File: config.mk
export PLATFORM = sky130hd
export DESIGN_NAME = bitmap_block_allocator_top
export DESIGN_NICKNAME = d
export VERILOG_FILES = /design/src/design/bba_pkg.sv /design/src/design/bba_divider.sv /design/src/design/bitmap_block_allocator_top.sv
export SDC_FILE = /design/constraint.sdc
export NUM_CORES = 1
export LEC_CHECK = 0
export ABC_CLOCK_PERIOD_IN_PS = 7300
export BUFFER_PORTS_ARGS = -buffer_cell sky130_fd_sc_hd__buf_2
export CORE_AREA = 3 3 176 178
export CTS_CLUSTER_SIZE = 28
export DETAILED_ROUTE_END_ITERATION = 10
export DIE_AREA = 0 0 179 181
export PLACE_DENSITY_LB_ADDON = 0.05
export SYNTH_ARGS = -nofsm -noshare
export SYNTH_HDL_FRONTEND = slang
export SYNTH_SLANG_ARGS = --single-unit
File: constraint.sdc
create_clock -name clk -period 7.3 [get_ports clk]
set_input_delay 2.19 -clock clk [delete_from_list [all_inputs] [get_ports clk]]
set_output_delay 2.19 -clock clk [all_outputs]
set_load 0.02 [all_outputs]
File: src/design/bba_pkg.sv
// Types, constants and helpers shared by the bitmap block allocator.
`timescale 1ns / 1ps

package bba_pkg;

  localparam int NUM_BLOCKS    = 64;
  localparam int MAP_W         = NUM_BLOCKS;
  localparam int IDX_W         = (NUM_BLOCKS > 1) ? $clog2(NUM_BLOCKS) : 1;
  localparam int ADDR_W        = 32;
  localparam int SIZE_W        = 17;
  localparam int BLOCK_INDEX_W = 6;
  localparam int STATUS_W      = 2;
  localparam int CFG_DATA_W    = 32;
  localparam int PROD_W        = IDX_W + SIZE_W;
  localparam int DIV_CNT_W     = $clog2(ADDR_W + 1);
  localparam int GUARD_BYTES   = 4;
  localparam logic [SIZE_W-1:0] BLOCK_SIZE_RESET = SIZE_W'(16);

  typedef enum logic {
    CMD_ALLOC = 1'b0,
    CMD_FREE  = 1'b1
  } cmd_t;

  typedef enum logic [STATUS_W-1:0] {
    STATUS_OK          = 2'd0,
    STATUS_FULL        = 2'd1,
    STATUS_ZERO_SIZE   = 2'd2,
    STATUS_BAD_ADDRESS = 2'd3
  } status_t;

  typedef enum logic {
    CFG_BASE_ADDRESS = 1'b0,
    CFG_BLOCK_SIZE   = 1'b1
  } cfg_reg_t;

  typedef enum logic [1:0] {
    S_IDLE,
    S_ALLOC,
    S_ALLOC_ADDR,
    S_FREE_WAIT
  } state_t;

  typedef struct packed {
    cmd_t              cmd;
    logic [SIZE_W-1:0] request_size;
    logic [ADDR_W-1:0] free_address;
  } req_t;

  typedef struct packed {
    status_t                  status;
    logic [ADDR_W-1:0]        user_address;
    logic [BLOCK_INDEX_W-1:0] block_index;
  } res_t;

  // Mask of all map positions whose index has bit b set; drives the encoder.
  function automatic logic [MAP_W-1:0] index_bit_mask(input int unsigned b);
    logic [MAP_W-1:0] m;
    m = '0;
    for (int unsigned i = 0; i < MAP_W; i++) begin
      m[i] = ((i >> b) & 1) != 0;
    end
    return m;
  endfunction

endpackage

File: src/design/bba_divider.sv
// Radix-2 restoring divider: 32-bit dividend by 17-bit divisor, one bit a cycle.
`timescale 1ns / 1ps

module bba_divider (
  input  logic                       clk,
  input  logic                       rst,
  input  logic                       start,
  input  logic [bba_pkg::ADDR_W-1:0] dividend,
  input  logic [bba_pkg::SIZE_W-1:0] divisor,
  output logic                       done,
  output logic [bba_pkg::ADDR_W-1:0] quotient,
  output logic [bba_pkg::SIZE_W-1:0] remainder
);
  import bba_pkg::*;

  logic                 active;
  logic [DIV_CNT_W-1:0] count;
  logic [SIZE_W-1:0]    divisor_r;
  logic [SIZE_W:0]      partial;
  logic [SIZE_W:0]      trial;

  // Shift in the next dividend bit and try one subtract.
  assign partial = {remainder, quotient[ADDR_W-1]};
  assign trial   = partial - {1'b0, divisor_r};

  always_ff @(posedge clk) begin
    if (rst) begin
      active <= 1'b0;
      done   <= 1'b0;
      count  <= '0;
    end else begin
      done <= 1'b0;
      if (start) begin
        active <= 1'b1;
        count  <= DIV_CNT_W'(ADDR_W);
      end else if (active) begin
        count <= count - DIV_CNT_W'(1);
        if (count == DIV_CNT_W'(1)) begin
          active <= 1'b0;
          done   <= 1'b1;
        end
      end
    end
  end

  always_ff @(posedge clk) begin
    if (start) begin
      remainder <= '0;
      quotient  <= dividend;
      divisor_r <= divisor;
    end else if (active) begin
      // Restore on a negative trial, keep the difference otherwise.
      remainder <= trial[SIZE_W] ? partial[SIZE_W-1:0] : trial[SIZE_W-1:0];
      quotient  <= {quotient[ADDR_W-2:0], ~trial[SIZE_W]};
    end
  end

endmodule

File: src/design/bitmap_block_allocator_top.sv
// Top level of the bitmap fixed-size block allocator.
`timescale 1ns / 1ps

// Bitmap block allocator. The block hands out 64 equal blocks laid out from
// base_address at a stride of block_size bytes and tracks them in a free map
// (reset marks all free). A command beat is taken at a clock edge with start
// high and busy low; busy then stays high until the result is ready. An
// allocate claims the lowest free block and returns
// base_address + index * block_size + 4 (the 4 bytes skip a front guard),
// all modulo 2^32; a zero request_size returns the zero-size status and a
// full map returns the full status. A free subtracts the guard and the base,
// divides by block_size and frees that block; a misaligned, out-of-range or
// already-free address returns the bad-address status and changes nothing.
// Every command yields exactly one result beat, shown on result for one cycle
// with result_valid high; the receiver cannot stall, so capture it then.
// Sequencing: an allocate that finds a block passes through S_ALLOC (search),
// then S_ALLOC_ADDR (the index multiply and address add); zero-size and full
// allocates finish in S_ALLOC. A free waits in S_FREE_WAIT on the
// one-bit-per-cycle divider, which runs 32 steps. Configuration writes go
// through cfg_valid/cfg_ready (always ready) and must be made while idle.
module bitmap_block_allocator_top (
  input  logic                           clk,
  input  logic                           rst,
  input  logic                           start,
  output logic                           busy,
  input  bba_pkg::req_t                  request,
  output logic                           result_valid,
  output bba_pkg::res_t                  result,
  input  logic                           cfg_valid,
  output logic                           cfg_ready,
  input  bba_pkg::cfg_reg_t              cfg_index,
  input  logic [bba_pkg::CFG_DATA_W-1:0] cfg_data
);
  import bba_pkg::*;

  // Configuration registers.
  logic [ADDR_W-1:0] base_address;
  logic [SIZE_W-1:0] block_size;

  // Control state.
  state_t           state, state_next;
  logic [MAP_W-1:0] free_map, free_map_next;
  logic             result_valid_next;

  // Payload holding registers.
  logic [SIZE_W-1:0] req_size, req_size_next;
  logic [IDX_W-1:0]  alloc_idx, alloc_idx_next;
  res_t              result_next;

  // Allocate search: isolate the lowest free bit and encode it.
  logic [MAP_W-1:0]  lowest_free;
  logic [IDX_W-1:0]  found_idx;
  logic [PROD_W-1:0] block_offset;
  logic [ADDR_W-1:0] alloc_address;

  // Free path through the divider.
  logic              div_start;
  logic              div_done;
  logic [ADDR_W-1:0] free_offset;
  logic [ADDR_W-1:0] div_quotient;
  logic [SIZE_W-1:0] div_remainder;
  logic [IDX_W-1:0]  free_idx;
  logic              free_bad;

  assign busy      = (state != S_IDLE);
  assign cfg_ready = 1'b1;

  // Register beats land whenever valid; the port is always ready.
  always_ff @(posedge clk) begin
    if (rst) begin
      base_address <= '0;
      block_size   <= BLOCK_SIZE_RESET;
    end else if (cfg_valid && cfg_ready) begin
      case (cfg_index)
        CFG_BASE_ADDRESS: base_address <= cfg_data;
        CFG_BLOCK_SIZE:   block_size   <= cfg_data[SIZE_W-1:0];
        default:          ;
      endcase
    end
  end

  assign lowest_free = free_map & (~free_map + MAP_W'(1));

  always_comb begin
    for (int unsigned b = 0; b < IDX_W; b++) begin
      found_idx[b] = |(lowest_free & index_bit_mask(b));
    end
  end

  // Multiply the held index by the stride, then add base and guard.
  assign block_offset  = PROD_W'(alloc_idx) * PROD_W'(block_size);
  assign alloc_address = base_address + ADDR_W'(block_offset) + ADDR_W'(GUARD_BYTES);

  // Undo the guard and base at accept; the divider latches this offset.
  assign free_offset = request.free_address - ADDR_W'(GUARD_BYTES) - base_address;

  bba_divider u_divider (
    .clk       (clk),
    .rst       (rst),
    .start     (div_start),
    .dividend  (free_offset),
    .divisor   (block_size),
    .done      (div_done),
    .quotient  (div_quotient),
    .remainder (div_remainder)
  );

  // Reject misaligned, out-of-range and already-free blocks, and a zero stride.
  assign free_idx = div_quotient[IDX_W-1:0];
  assign free_bad = (block_size == '0) || (div_remainder != '0) ||
                    (div_quotient >= ADDR_W'(NUM_BLOCKS)) || free_map[free_idx];

  always_ff @(posedge clk) begin
    if (rst) begin
      state        <= S_IDLE;
      free_map     <= '1;
      result_valid <= 1'b0;
    end else begin
      state        <= state_next;
      free_map     <= free_map_next;
      result_valid <= result_valid_next;
    end
  end

  always_ff @(posedge clk) begin
    req_size  <= req_size_next;
    alloc_idx <= alloc_idx_next;
    result    <= result_next;
  end

  always_comb begin
    state_next        = state;
    free_map_next     = free_map;
    result_valid_next = 1'b0;
    req_size_next     = req_size;
    alloc_idx_next    = alloc_idx;
    result_next       = result;
    div_start         = 1'b0;
    case (state)
      S_IDLE: begin
        if (start) begin
          req_size_next = request.request_size;
          if (request.cmd == CMD_ALLOC) begin
            state_next = S_ALLOC;
          end else begin
            div_start  = 1'b1;
            state_next = S_FREE_WAIT;
          end
        end
      end
      S_ALLOC: begin
        if (req_size == '0) begin
          result_next.status       = STATUS_ZERO_SIZE;
          result_next.user_address = '0;
          result_next.block_index  = '0;
          result_valid_next        = 1'b1;
          state_next               = S_IDLE;
        end else if (free_map == '0) begin
          result_next.status       = STATUS_FULL;
          result_next.user_address = '0;
          result_next.block_index  = '0;
          result_valid_next        = 1'b1;
          state_next               = S_IDLE;
        end else begin
          // Claim the block now; the address follows next cycle.
          alloc_idx_next = found_idx;
          free_map_next  = free_map & ~lowest_free;
          state_next     = S_ALLOC_ADDR;
        end
      end
      S_ALLOC_ADDR: begin
        result_next.status       = STATUS_OK;
        result_next.user_address = alloc_address;
        result_next.block_index  = BLOCK_INDEX_W'(alloc_idx);
        result_valid_next        = 1'b1;
        state_next               = S_IDLE;
      end
      S_FREE_WAIT: begin
        if (div_done) begin
          result_next.user_address = '0;
          if (free_bad) begin
            result_next.status      = STATUS_BAD_ADDRESS;
            result_next.block_index = '0;
          end else begin
            result_next.status      = STATUS_OK;
            result_next.block_index = BLOCK_INDEX_W'(free_idx);
            free_map_next           = free_map | (MAP_W'(1) << free_idx);
          end
          result_valid_next = 1'b1;
          state_next        = S_IDLE;
        end
      end
      default: state_next = S_IDLE;
    endcase
  end

endmodule

# Word-level counts from Yosys, hierarchy flattened
# Cells that the tools add are included.
# Widths: inputs -> output; s select.
[word_totals]
register_bits = 253
input_bits = 87
out_inout_bits = 43
elab_cells = 110
[classes]
addsub = 7
mul = 1
order_cmp = 2
n_eq_ne = 10
shifts = 1
muxes = 35
bitwise = 10
reduce_logical = 27
[ops]
columns = ["cell", "n"]
rows = [
  ["$mux 64", 4],
  ["$reduce_or 32->1", 6],
  ["$and 64x64->64", 2],
  ["$not 64->64", 2],
  ["$pmux 64 s2", 1],
  ["$mux 40", 3],
  ["$pmux 40 s3", 1],
  ["$add 64x1->64 const B", 1],
  ["$logic_not 64->1", 1],
  ["$mux 32", 2],
  ["$or 64x64->64", 1],
  ["$shl 1x6->64 const A", 1],
  ["$logic_not 17->1", 2],
  ["$add 32x23->32", 1],
  ["$add 32x3->32 const B", 1],
  ["$ge 32x7->1 const B", 1],
  ["$sub 32x3->32 const B", 1],
  ["$sub 32x32->32", 1],
  ["$mul 6x17->23", 1],
  ["$mux 6", 3],
  ["$sub 18x17->18", 1],
  ["$mux 17", 1],
  ["$reduce_bool 17->1", 1],
  ["$mux 2", 6],
  ["other kinds (22)", 48],
]

# Longest topological paths before layout
[depth]
depth_word = 8
depth_mapped = 21
ltp_nobuf = 19

# Modules after synthesis
# A second synthesis with hierarchy kept.
[unflattened]
hier_cells = 2144
area_unflattened_um2 = 18951.9
[by_module_without_submodules]
columns = ["module", "instances", "cells_each", "area_each_um2", "seq_area_each_um2"]
rows = [
  ["bitmap_block_allocator_top", 1, 1765, 14755.4, 4214.0],
  ["bba_divider", 1, 379, 4196.5, 1971.9],
]

# Worst setup path before layout
# OpenSTA, ideal clock, no wires.
[synth_path]
path_type = "input port to flip-flop"
from = "input port request[1] in the netlist's numbering"
to = "register u_divider.quotient[31] in the netlist's numbering, data pin"
setup_ns = 0.266
arrival_time_ns = 5.199
t_required_ns = 7.034
path_slack_ns = 1.835
cell_stages = 12
path_buffers = 0
cell_sequence = "ha_1 > ha_1 > fa_1 > a211oi_1 > o21ai_0 > a32oi_1 > o211ai_1 > a221oi_1 > o211ai_1 > a31oi_1 > xnor2_1 > o21ai_0"
[synth_via]
elab_chain_len = 3
[synth_lines]
columns = ["item", "line_no", "text"]
rows = [
  ["from (decl)", "bitmap_block_allocator_top.sv:26", "input bba_pkg::req_t request,"],
  ["$sub 32x3->32", "bitmap_block_allocator_top.sv:95", "assign free_offset = request.free_address - ADDR_W'(GUARD_BYTES) - base_address;"],
  ["$sub 32x32->32", "bitmap_block_allocator_top.sv:95", ""],
  ["$mux 32", "bba_divider.sv:47", "if (start) begin"],
  ["to (signal assigned)", "bba_divider.sv:49", "quotient <= dividend;"],
  ["to (signal assigned)", "bba_divider.sv:54", "quotient <= {quotient[ADDR_W-2:0], ~trial[SIZE_W]};"],
  ["to (decl)", "bba_divider.sv:11", "output logic [bba_pkg::ADDR_W-1:0] quotient,"],
]
# Every way passes these cells.
# A chain may end at the register's enable or synchronous reset.

==> out/metrics.cfg <==
[outcome]
status = complete, no violations

[pwr]
pwr_density_cell_nw_per_um2 = 222.9
power_frac_comb = 0.275
pwr-share-seq = 0.380
max-vdd-ir-drop_v = 0.0001957
swShare = 0.3259
power_frac_clock = 0.344
p_leak_nw = 8.556
power.switching_mw = 1.469
internal_power_mw = 3.040

[drt]
routed_wl_um = 50100
drtAntennaViolNets = 0
via_count = 15560
drc = 0
wl_per_cell_um = 19.38
drt-initial-drc-count = 1385
drtPass1Iterations = 5
via_per_inst = 6.019

[sta]
period_needed_ns = 6.000
skew_ns = 0.01206
fin_tns_setup_ns = 0
worstMarginPinSlew_ns = 1.342
grt_setup_unrepaired = no
finalWorstSetupSlack_ns = 1.300
slew_headroom = 0.09826
fmax_mhz = 166.7
fin_crit_sh = 0.8219
hold_violations = 0
finalSetupViolCount = 0
drv_slew = 0

[placed_design]
dpl.hpwl_um = 37750
portBuffers = 128
pre_cts_slack_ns = 1.271
place.gp.congestion = 0.9534

[yosys]
synthTopCellsByArea = edfxtp_1 (18%), dfxtp_1 (15%), fa_1 (9.3%)
synth_edf_count = 112
synth_area_um2 = 18320
synthCells = 2075
syn_nets = 2365
yosys.cell_types.count = 82
synthArstFlopShare = 0
synth_flop_cell = dfxtp_1
seq_area_frac_synth = 0.3378
postSynthAreaPerCell_um2 = 8.827
synth_seq_cells = 253
synth_top_area_cell = edfxtp_1
ys_warn_count = 0
synth.top_cell.area_share = 0.1836

[clocking]
clock_latency_ns = 0.57
ctsHtreeMaxLevel = 1
clock-root-buffer = clkbuf_16
postCtsSetupBuffers = 0
cts_tree = done
cts_resized = 0
hold_buffers = 0
clkSinkCount = 253
clk_pin_slew_worst_paths_ns = 0.07
clk_path_buf_depth = 3
numCtsBuffers = 29

[floorplan]
die_w_um = 179
dieArea_um2 = 32400
die_height_um = 181
core-area_um2 = 29560
rows = 63
start_util = 0.6196
ios = 130

[final_layout]
num_antenna_cells = 0
nets = 2463
num-fill-cells = 2446
drive_above_1_share = 0.1075
final_common_cell = inv_1
area_growth_pct = 10.43
final_cell_mix = inv_1 (253), nand2_1 (248), a21oi_1 (166), dfxtp_1 (141), nor2_1 (134)

[job]
max_cap_violations = 0

[worst_setup_path]
end_kind = flop
critPathLaunchType = flop
critical_path_class = flop to flop
critPathRequiredTime_ns = 7.68
cp.arrival_ns = 6.38
crit_path_max_fanout = 18

[global_route]
met3_usage = 0.03888
overflow = 0
grt-busiest-layer = met2
grt_max_degree = 81
antenna_found_initial = 2
grt_pass1_vias = 15240
grt_pass1_wl_um = 79980
grt_use_met2 = 0.5268
track_usage = 0.3091
use_met1 = 0.3855

[min_path]
worstHoldPathType = flop to flop

registers in the layout, summed over array words and instances, names as in the netlist:
signal	count
result	40
block_size	17
base_address	32
u_divider.quotient	32
alloc_idx	6
req_size	17
state	2
u_divider.remainder	17
u_divider.done	1
result_valid	1
u_divider.count	6
free_map	64
u_divider.divisor_r	17
u_divider.active	1
per-stage QoR:
stage	utilization	instances	hold WS [ns]	total power, mW	cell area, um^2
final	0.6842	2585	0.4904	4.509	20230
after global routing	0.6842	2585	0.5108	4.753	20230
after CTS	0.6842	2585	0.4886	4.526	20230
after detailed placement	0.6499	2532	0.4801	2.974	19210
after global placement	0.6499	2532	0.4708	2.943	19210
after floorplan	-	2075	0.4530	2.678	18320
cell usage after synthesis (17+ instances only):
| cell type | count |
|---|---|
| xnor2_1 | 30 |
| nor4_1 | 37 |
| dfxtp_1 | 141 |
| inv_1 | 253 |
| nor2_1 | 134 |
| xor2_1 | 30 |
| nand2_1 | 249 |
| a221o_1 | 21 |
| nand3_1 | 47 |
| a211oi_1 | 26 |
| fa_1 | 85 |
| a21o_1 | 22 |
| nor3_1 | 47 |
| edfxtp_1 | 112 |
| a21oi_1 | 166 |
| o21ai_0 | 101 |
| and2_1 | 98 |
| mux4_2 | 19 |
| ha_1 | 118 |
| clkbuf_1 | 57 |
| or3_1 | 17 |
worst paths after layout:
kind                                                     from                       endpoint  slack [ns]  cells after the start
worst max-delay path                   alloc_idx[5]$_DFFE_PP_           result[33]$_DFFE_PP_        1.30                     18
worst min-delay path            base_address[18]$_SDFFE_PP0P_  base_address[18]$_SDFFE_PP0P_        0.49                      2
worst max register to register         alloc_idx[5]$_DFFE_PP_           result[33]$_DFFE_PP_        1.30                     18
worst min register to register  base_address[18]$_SDFFE_PP0P_  base_address[18]$_SDFFE_PP0P_        0.49                      2
critical path: stages (launching register included):
cell	delay, ns
edfxtp_1	0.72
nand2_1	0.16
fa_1	0.54
fa_1	0.56
inv_1	0.06
fa_1	0.52
inv_1	0.05
fa_1	0.49
inv_1	0.04
ha_1	0.37
nand3_1	0.09
o211ai_1	0.31
nand3_1	0.21
a311o_1	0.43
a31o_2	0.24
a21oi_1	0.22
a31oi_1	0.25
or3_1	0.37
a21oi_1	0.16
cells by family after synthesis:
| kind of cell | count (synthesis) | synth area share |
|---|---|---|
| simple gates | 735 | 0.1991 |
| compound gates | 458 | 0.1560 |
| buf+inv | 328 | 0.07036 |
| flops | 253 | 0.3378 |
| fa+ha+maj | 203 | 0.1735 |
| xor+xnor | 60 | 0.02869 |
| mux | 37 | 0.03429 |
| other cells | 1 | 0.0002047 |
power by group through the flow:
stage,combinational (mW),clock (mW),sequential [mW]
after floorplan,0.989,0,1.69
after global routing,1.40,1.62,1.73
final,1.24,1.55,1.72
after global placement,1.20,0,1.74
after detailed placement,1.23,0,1.74
after CTS,1.24,1.57,1.71
cell type report:
cell class                      count  area, um^2  share of cell area
Clock buffer                       34       765.7             0.03786
Clock inverter                     19       247.7             0.01225
Inverter                          255       957.2             0.04732
Multi-Input combinational cell   1494       10850              0.5365
Sequential cell                   253        6186              0.3058
Tap cell                          390       488.0             0.02413
Timing Repair Buffer              140       730.7             0.03613
metal layers:
| layer | vias to the layer above | routed length [um] |
|---|---|---|
| li1 | 7437 | - |
| met1 | 7372 | 19600 |
| met2 | 590 | 24270 |
| met3 | 156 | 3381 |
| met4 | 4 | 2825 |
| met5 | - | 26 |
(Power assumes the default switching activity.)
